==> src/rtl/dqs_pkg.sv <==
// Shared types and constants for the double-ended queue with search.
// No dependencies; imported by every module of the block.
package dqs_pkg;

  localparam int DEPTH_DEF = 16;
  localparam int CNT_W     = 5;

  localparam logic [2:0] REQ_PUSH_BACK  = 3'd0;
  localparam logic [2:0] REQ_PUSH_FRONT = 3'd1;
  localparam logic [2:0] REQ_POP_BACK   = 3'd2;
  localparam logic [2:0] REQ_POP_FRONT  = 3'd3;
  localparam logic [2:0] REQ_SEARCH     = 3'd4;
  localparam logic [2:0] REQ_CLEAR      = 3'd5;

  localparam logic [1:0] ST_OK    = 2'd0;
  localparam logic [1:0] ST_EMPTY = 2'd1;
  localparam logic [1:0] ST_FULL  = 2'd2;

  typedef struct packed {
    logic [2:0]         req_type;
    logic signed [31:0] value;
  } dqs_in_t;

  typedef struct packed {
    logic [1:0]         status;
    logic               found;
    logic signed [31:0] removed_value;
    logic [CNT_W-1:0]   count;
  } dqs_out_t;

  typedef enum logic [1:0] {
    S_IDLE,
    S_EXEC,
    S_POP,
    S_SRCH
  } dqs_state_t;

  typedef struct packed {
    logic       cap;
    logic       push_wr;
    logic       rd_pop;
    logic       pop_do;
    logic       srch_first;
    logic       srch_next;
    logic       clr;
    logic       emit;
    logic [1:0] emit_status;
    logic       emit_found;
    logic       emit_use_rd;
  } dqs_cmd_t;

  typedef struct packed {
    logic [2:0] req_type;
    logic       full;
    logic       empty;
    logic       match;
    logic       last;
    logic       out_free;
  } dqs_sts_t;

endpackage

==> src/rtl/deque_with_search_top.sv <==
// Top level of the bounded double-ended queue with search.
// Depends on dqs_pkg, dqs_ctrl and dqs_dp.
//
// Bounded deque of signed 32-bit values held in a DEPTH-entry ring buffer;
// each request (push back/front, pop back/front, search, clear) returns one
// result with status, found flag, popped value and the remaining count.
// One request is in work at a time. Push, clear and unknown codes go from
// acceptance through the execute state to the result, pops go through the
// execute and pop states, and a search walks from the front entry until the
// first match or until all counted entries are read. The search walk uses
// the single registered memory read port, which walks one entry per
// cycle. A finished result waits in the output register while the next
// request is accepted.
module deque_with_search_top
  import dqs_pkg::*;
#(
  parameter int DEPTH = DEPTH_DEF
) (
  input  logic     clk,
  input  logic     rst_n,
  input  logic     in_valid,
  output logic     in_ready,
  input  dqs_in_t  in_data,
  output logic     out_valid,
  input  logic     out_ready,
  output dqs_out_t out_data
);

  dqs_cmd_t cmd;
  dqs_sts_t sts;

  dqs_ctrl u_ctrl (
    .clk      (clk),
    .rst_n    (rst_n),
    .in_valid (in_valid),
    .in_ready (in_ready),
    .sts      (sts),
    .cmd      (cmd)
  );

  dqs_dp #(
    .DEPTH (DEPTH)
  ) u_dp (
    .clk       (clk),
    .rst_n     (rst_n),
    .in_data   (in_data),
    .out_valid (out_valid),
    .out_ready (out_ready),
    .out_data  (out_data),
    .cmd       (cmd),
    .sts       (sts)
  );

endmodule

==> src/rtl/dqs_ctrl.sv <==
// Controller state machine for the double-ended queue with search.
// Depends on dqs_pkg; drives dqs_dp through command and status structs.
module dqs_ctrl
  import dqs_pkg::*;
(
  input  logic     clk,
  input  logic     rst_n,
  input  logic     in_valid,
  output logic     in_ready,
  input  dqs_sts_t sts,
  output dqs_cmd_t cmd
);

  dqs_state_t state_r, state_nxt;

  always_ff @(posedge clk) begin
    if (!rst_n) begin
      state_r <= S_IDLE;
    end else begin
      state_r <= state_nxt;
    end
  end

  always_comb begin
    state_nxt = state_r;
    cmd       = '0;
    in_ready  = 1'b0;
    unique case (state_r)
      S_IDLE: begin
        in_ready = rst_n;
        if (in_valid && rst_n) begin
          cmd.cap   = 1'b1;
          state_nxt = S_EXEC;
        end
      end
      S_EXEC: begin
        unique case (sts.req_type)
          REQ_PUSH_BACK, REQ_PUSH_FRONT: begin
            if (sts.out_free) begin
              cmd.emit = 1'b1;
              if (sts.full) begin
                cmd.emit_status = ST_FULL;
              end else begin
                cmd.push_wr     = 1'b1;
                cmd.emit_status = ST_OK;
              end
              state_nxt = S_IDLE;
            end
          end
          REQ_POP_BACK, REQ_POP_FRONT: begin
            if (sts.empty) begin
              if (sts.out_free) begin
                cmd.emit        = 1'b1;
                cmd.emit_status = ST_EMPTY;
                state_nxt       = S_IDLE;
              end
            end else begin
              cmd.rd_pop = 1'b1;
              state_nxt  = S_POP;
            end
          end
          REQ_SEARCH: begin
            if (sts.empty) begin
              if (sts.out_free) begin
                cmd.emit        = 1'b1;
                cmd.emit_status = ST_OK;
                state_nxt       = S_IDLE;
              end
            end else begin
              cmd.srch_first = 1'b1;
              state_nxt      = S_SRCH;
            end
          end
          REQ_CLEAR: begin
            if (sts.out_free) begin
              cmd.clr         = 1'b1;
              cmd.emit        = 1'b1;
              cmd.emit_status = sts.empty ? ST_EMPTY : ST_OK;
              state_nxt       = S_IDLE;
            end
          end
          default: begin
            if (sts.out_free) begin
              cmd.emit        = 1'b1;
              cmd.emit_status = ST_OK;
              state_nxt       = S_IDLE;
            end
          end
        endcase
      end
      S_POP: begin
        if (sts.out_free) begin
          cmd.pop_do      = 1'b1;
          cmd.emit        = 1'b1;
          cmd.emit_status = ST_OK;
          cmd.emit_use_rd = 1'b1;
          state_nxt       = S_IDLE;
        end
      end
      S_SRCH: begin
        priority if (sts.match || sts.last) begin
          if (sts.out_free) begin
            cmd.emit        = 1'b1;
            cmd.emit_status = ST_OK;
            cmd.emit_found  = sts.match;
            state_nxt       = S_IDLE;
          end
        end else begin
          cmd.srch_next = 1'b1;
        end
      end
      default: begin
        state_nxt = S_IDLE;
      end
    endcase
  end

endmodule

==> src/rtl/dqs_dp.sv <==
// Datapath for the double-ended queue: ring buffer memory, pointers,
// search walker and result register. Depends on dqs_pkg; driven by dqs_ctrl.
module dqs_dp
  import dqs_pkg::*;
#(
  parameter int DEPTH = DEPTH_DEF
) (
  input  logic     clk,
  input  logic     rst_n,
  input  dqs_in_t  in_data,
  output logic     out_valid,
  input  logic     out_ready,
  output dqs_out_t out_data,
  input  dqs_cmd_t cmd,
  output dqs_sts_t sts
);

  localparam int AW = (DEPTH > 1) ? $clog2(DEPTH) : 1;
  localparam int CW = $clog2(DEPTH + 1);
  localparam int SW = AW + 1;
  localparam int XW = CW + CNT_W;

  logic [31:0]   mem [DEPTH];
  logic [31:0]   rd_data_r;
  logic [2:0]    req_r;
  logic [31:0]   val_r;
  logic [AW-1:0] front_r, front_nxt;
  logic [CW-1:0] occ_r, occ_nxt;
  logic [CW-1:0] idx_r;
  logic [AW-1:0] rd_addr_r, rd_addr;
  logic          out_valid_r;
  dqs_out_t      out_data_r;

  logic [SW-1:0] sum_back, sum_last;
  logic [AW-1:0] slot_back, slot_last, front_dec, front_inc, rd_inc;
  logic [AW-1:0] wr_addr;
  logic [XW-1:0] occ_ext;

  assign sum_back  = {1'b0, front_r} + SW'(occ_r);
  assign sum_last  = sum_back - SW'(1);
  assign slot_back = (sum_back >= SW'(DEPTH)) ? AW'(sum_back - SW'(DEPTH)) : AW'(sum_back);
  assign slot_last = (sum_last >= SW'(DEPTH)) ? AW'(sum_last - SW'(DEPTH)) : AW'(sum_last);
  assign front_dec = (front_r == '0) ? AW'(DEPTH - 1) : front_r - AW'(1);
  assign front_inc = (front_r == AW'(DEPTH - 1)) ? '0 : front_r + AW'(1);
  assign rd_inc    = (rd_addr_r == AW'(DEPTH - 1)) ? '0 : rd_addr_r + AW'(1);
  assign wr_addr   = (req_r == REQ_PUSH_FRONT) ? front_dec : slot_back;

  always_comb begin
    rd_addr = rd_addr_r;
    priority if (cmd.rd_pop) begin
      rd_addr = (req_r == REQ_POP_FRONT) ? front_r : slot_last;
    end else if (cmd.srch_first) begin
      rd_addr = front_r;
    end else if (cmd.srch_next) begin
      rd_addr = rd_inc;
    end
  end

  always_comb begin
    front_nxt = front_r;
    occ_nxt   = occ_r;
    priority if (cmd.clr) begin
      front_nxt = '0;
      occ_nxt   = '0;
    end else if (cmd.push_wr) begin
      occ_nxt = occ_r + CW'(1);
      if (req_r == REQ_PUSH_FRONT) begin
        front_nxt = front_dec;
      end
    end else if (cmd.pop_do) begin
      occ_nxt = occ_r - CW'(1);
      if (req_r == REQ_POP_FRONT) begin
        front_nxt = front_inc;
      end
    end
  end

  assign occ_ext = {{CNT_W{1'b0}}, occ_nxt};

  always_ff @(posedge clk) begin
    if (cmd.push_wr) begin
      mem[wr_addr] <= val_r;
    end
    rd_data_r <= mem[rd_addr];
  end

  always_ff @(posedge clk) begin
    if (cmd.cap) begin
      req_r <= in_data.req_type;
      val_r <= in_data.value;
    end
    if (cmd.srch_first) begin
      idx_r <= '0;
    end else if (cmd.srch_next) begin
      idx_r <= idx_r + CW'(1);
    end
    if (cmd.emit) begin
      out_data_r.status        <= cmd.emit_status;
      out_data_r.found         <= cmd.emit_found;
      out_data_r.removed_value <= cmd.emit_use_rd ? rd_data_r : '0;
      out_data_r.count         <= occ_ext[CNT_W-1:0];
    end
  end

  always_ff @(posedge clk) begin
    if (!rst_n) begin
      front_r     <= '0;
      occ_r       <= '0;
      rd_addr_r   <= '0;
      out_valid_r <= 1'b0;
    end else begin
      front_r   <= front_nxt;
      occ_r     <= occ_nxt;
      rd_addr_r <= rd_addr;
      if (cmd.emit) begin
        out_valid_r <= 1'b1;
      end else if (out_ready) begin
        out_valid_r <= 1'b0;
      end
    end
  end

  assign sts.req_type = req_r;
  assign sts.full     = (occ_r == CW'(DEPTH));
  assign sts.empty    = (occ_r == '0);
  assign sts.match    = (rd_data_r == val_r);
  assign sts.last     = ((idx_r + CW'(1)) == occ_r);
  assign sts.out_free = !out_valid_r || out_ready;

  assign out_valid = out_valid_r;
  assign out_data  = out_data_r;

endmodule
==> config.mk <==
export PLATFORM = sky130hd
export DESIGN_NAME = deque_with_search_top
export DESIGN_NICKNAME = d
export VERILOG_FILES = /design/src/rtl/dqs_pkg.sv /design/src/rtl/deque_with_search_top.sv /design/src/rtl/dqs_ctrl.sv /design/src/rtl/dqs_dp.sv
export SDC_FILE = /design/constraint.sdc
export NUM_CORES = 1
export LEC_CHECK = 0
export BUFFER_PORTS_ARGS = -buffer_cell sky130_fd_sc_hd__buf_2
export CAP_MARGIN = 20
export CORE_MARGIN = 4
export CORE_UTILIZATION = 50
export CTS_BUF_LIST = sky130_fd_sc_hd__clkbuf_2
export CTS_CLUSTER_SIZE = 14
export DETAILED_ROUTE_END_ITERATION = 12
export GPL_ROUTABILITY_DRIVEN = 0
export HOLD_SLACK_MARGIN = 0.05
export PLACE_DENSITY = 0.66
export SLEW_MARGIN = 40
export SYNTH_ARGS = -nofsm -noshare
export SYNTH_HDL_FRONTEND = slang
export SYNTH_SLANG_ARGS = --single-unit
==> constraint.sdc <==
create_clock -name clk -period 5.45 [get_ports clk]
set_input_delay 1.09 -clock clk [delete_from_list [all_inputs] [get_ports clk]]
set_output_delay 1.09 -clock clk [all_outputs]
set_load 0.01 [all_outputs]
==> metrics.txt <==
final wirelength=60.64 mm; Hold/Removal Path Class=in -> reg; Post-synth ARST share=0%; CTS tree=built; CTS max path bufs=3; row count=a little over 80; Period Utilization, post-route=about three quarters; layout cells sized above 1=about a third; pre-CTS WS=1.209 ns; YS warnings=0; Final min period=between 4 and 5 ns; fmax=247.0 MHz; hold depth=4; Syn Area/Cell=17.57 um2; Worst Hold End=u_dp.val_r[10]$_DFFE_PP_; largest net degree at the start of global routing=67; Port Buf Inserts=80; Max rail drop VDD=approximately 140 uV; Post-synth EDFFs=587; maxcap violations=0; GR Overflow Total=0; Yosys cell types=67; kind of critical path=reg -> reg; vias in the first global route=14130; die span in y=between 200 and 250 um; Seq/Total Area, Yosys=about 73%; skew final=approximately 0.090 ns; RSZ-0062 raised after global routing=no; # IOs=about 80; Worst Hold Launch=in_valid; # DRC=0; worst r2r dst=u_dp.rd_data_r[19]$_DFF_P_; Final Setup Violations=0; GRT Overall Usage=between 20% and 30%; Routed Antenna Nets=0; relative slew slack=approximately two fifths; PD cells=about 300 nW/um2; Initial Util=between 50% and 60%; setup TNS=0 ns; Post-CTS Setup Bufs=0; CP max FO=between 60 and 70; H-tree depth=4; synth-to-layout area growth=12.55%; Vias/cell=between 5 and 6; DP Area=around 27000 um2; Final Util=a little under three fifths; Synth Net Count=1503; static leakage=9.592 nW; Clk pin slew, worst setup/hold paths=about 0.10 ns; Die X=about 230 um; worst reg2reg path depth=10; commonest non-fill, non-tap cell in the layout=edfxtp_1; outcome=completed; Pwr Total=between 0.008 and 0.009 W; most frequent cells in the layout=edfxtp_1, clkbuf_2, mux2_2, a22oi_1, buf_2; Pins Over Slew Limit=0; Final Net Count=about 1800; Detailed Place HPWL=~34 mm; Setup crit start kind=flip-flop; R2R Path Start=u_dp.val_r[26]$_DFFE_PP_; Arrival @ worst endpoint=5.23 ns; endpoints failing hold=0; initial antenna violation count=2; synthesized instance count=between 1000 and 1500; clock root buffer=clkbuf_2; first-pass detailed-route iteration total=5; 1st-iter DRT viols=~1300; Sink Count=640; Seq cells post-synth=640; Crit path required time=~6.6 ns; R2R Setup Slk=1.40 ns; Worst-Skew Late Latency=~1.3 ns; wire per inst=24.29 um; top_reg_cell synth=edfxtp_1; worst-margin pin slew=approximately 0.9 ns; die area=roughly 55000 um2; Post-CTS Hold Buffers=37; final instance area=28690 um2; Num CTS Buffers=around 160; crit path capture type=flip-flop; cell area after synthesis=25490 um2; crit path from=u_dp.val_r[26]$_DFFE_PP_; via count=approximately 14000; final worst slack=around 1.4 ns; first-pass GRT wire length=89.17 mm; Post-CTS Resized=0; FILL cells=between 3000 and 4000; Core Box Area=~50000 um2
where the power goes:
part	switching (W)	internal (W)
logic	0.000120	0.0000859
clock network	0.00185	0.00121
registers	0.0000682	0.00538
total	0.00204	0.00668
cell usage after synthesis, types with 3 or more instances:
library cell / instances / share of area, %
xor2_1: 7 / 0.24
mux2_2: 116 / 5.1
nand3b_1: 3 / 0.088
ha_1: 12 / 0.59
buf_4: 8 / 0.24
nor3b_1: 4 / 0.12
o22a_1: 32 / 1.1
nor4_1: 4 / 0.098
and2_1: 38 / 0.93
a21oi_1: 23 / 0.45
nand2_1: 20 / 0.29
buf_2: 14 / 0.27
nand3_1: 12 / 0.24
a22oi_1: 97 / 2.9
edfxtp_1: 587 / 69
mux2_1: 27 / 1.2
or3_1: 3 / 0.074
nand4_1: 45 / 1.1
nor2b_1: 3 / 0.074
dfxtp_1: 53 / 4.2
mux2i_1: 65 / 2.6
o21ai_0: 8 / 0.16
a211oi_1: 4 / 0.12
o21a_1: 4 / 0.12
nor3_1: 7 / 0.14
or4_1: 4 / 0.12
clkbuf_1: 34 / 0.50
a31oi_1: 4 / 0.098
nand2b_1: 5 / 0.12
nor2_1: 48 / 0.71
nor3_2: 5 / 0.20
xnor2_1: 40 / 1.4
and3_1: 5 / 0.12
mux2_4: 50 / 2.9
o21ai_1: 4 / 0.079
buf_6: 12 / 0.53
inv_1: 8 / 0.12
layer usage:
layer,part of all wire [%],GRT usage (%),vias to the layer above
li1,-,-,6368
met1,43,30.91,7134
met2,48,35.36,566
met3,7.1,5.600,94
met4,2.0,7.297,0
met5,0,0,-
cell families (layout without fill, tap and decap cells):
family / after synthesis / count (layout) / synth area share, %
muxes: 259 / 259 / 11.87
buffers and inverters: 76 / 447 / 1.659
other: 0 / 3 / 0
DFF: 640 / 640 / 73.31
xor gates and xnor gates: 48 / 48 / 1.708
adders and majority gates: 13 / 13 / 0.6675
and+or+nand+nor: 217 / 217 / 4.830
AOI/OAI and AO/OA: 198 / 198 / 5.954
through the flow:
step	std cells	hold WS [ns]
after detailed placement	2174	0.4690
final	2497	0.4223
after global routing	2497	0.3096
after CTS	2494	0.2748
after floorplan	1451	0.4536
after global placement	2174	0.4677
layout make-up:
cell class / count / area, um2 / area share, %
Sequential cell: 640 / 18690 / 65.14
Antenna cell: 3 / 7.507 / 0.02617
Clock inverter: 32 / 123.9 / 0.4317
Clock buffer: 251 / 1256 / 4.379
Inverter: 8 / 30.03 / 0.1047
Multi-Input combinational cell: 735 / 6555 / 22.85
Timing Repair Buffer: 156 / 1189 / 4.143
Tap cell: 672 / 840.8 / 2.931
worst max-delay path by stage:
stage	end	slack [ns]	cells after the start
CTS	u_dp.rd_data_r[26]$_DFF_P_	1.41	10
floorplan	u_dp.out_data[0]$_DFFE_PP_	0.62	5
detailed placement	u_dp.mem[3][6]$_DFFE_PP_	1.21	8
global placement	u_dp.mem[2][6]$_DFFE_PP_	1.26	8
finish	u_dp.rd_data_r[19]$_DFF_P_	1.40	10
global route	u_dp.rd_data_r[24]$_DFF_P_	1.06	10
worst max-delay path, cell delays in order (launching register included):
cell and delay, ns:
edfxtp_1 0.62, xnor2_1 0.51, nand4_1 0.34, nor4_1 0.59, a2111oi_4 0.16, a211oi_4 0.33
buf_4 0.24, buf_12 0.35, mux2_2 0.40, a22oi_1 0.22, nand4_1 0.12
sequential cells by signal (all words and copies together), names as in the netlist, 2 cells and up:
register	cells
u_dp.idx_r	5
u_dp.out_data	40
u_dp.rd_addr_r	4
u_dp.val_r	32
u_ctrl.state_r	2
u_dp.rd_data_r	32
u_dp.mem	512
u_dp.front_r	4
u_dp.occ_r	5
u_dp.req_r	3
Power figures use the tool's default switching activity.
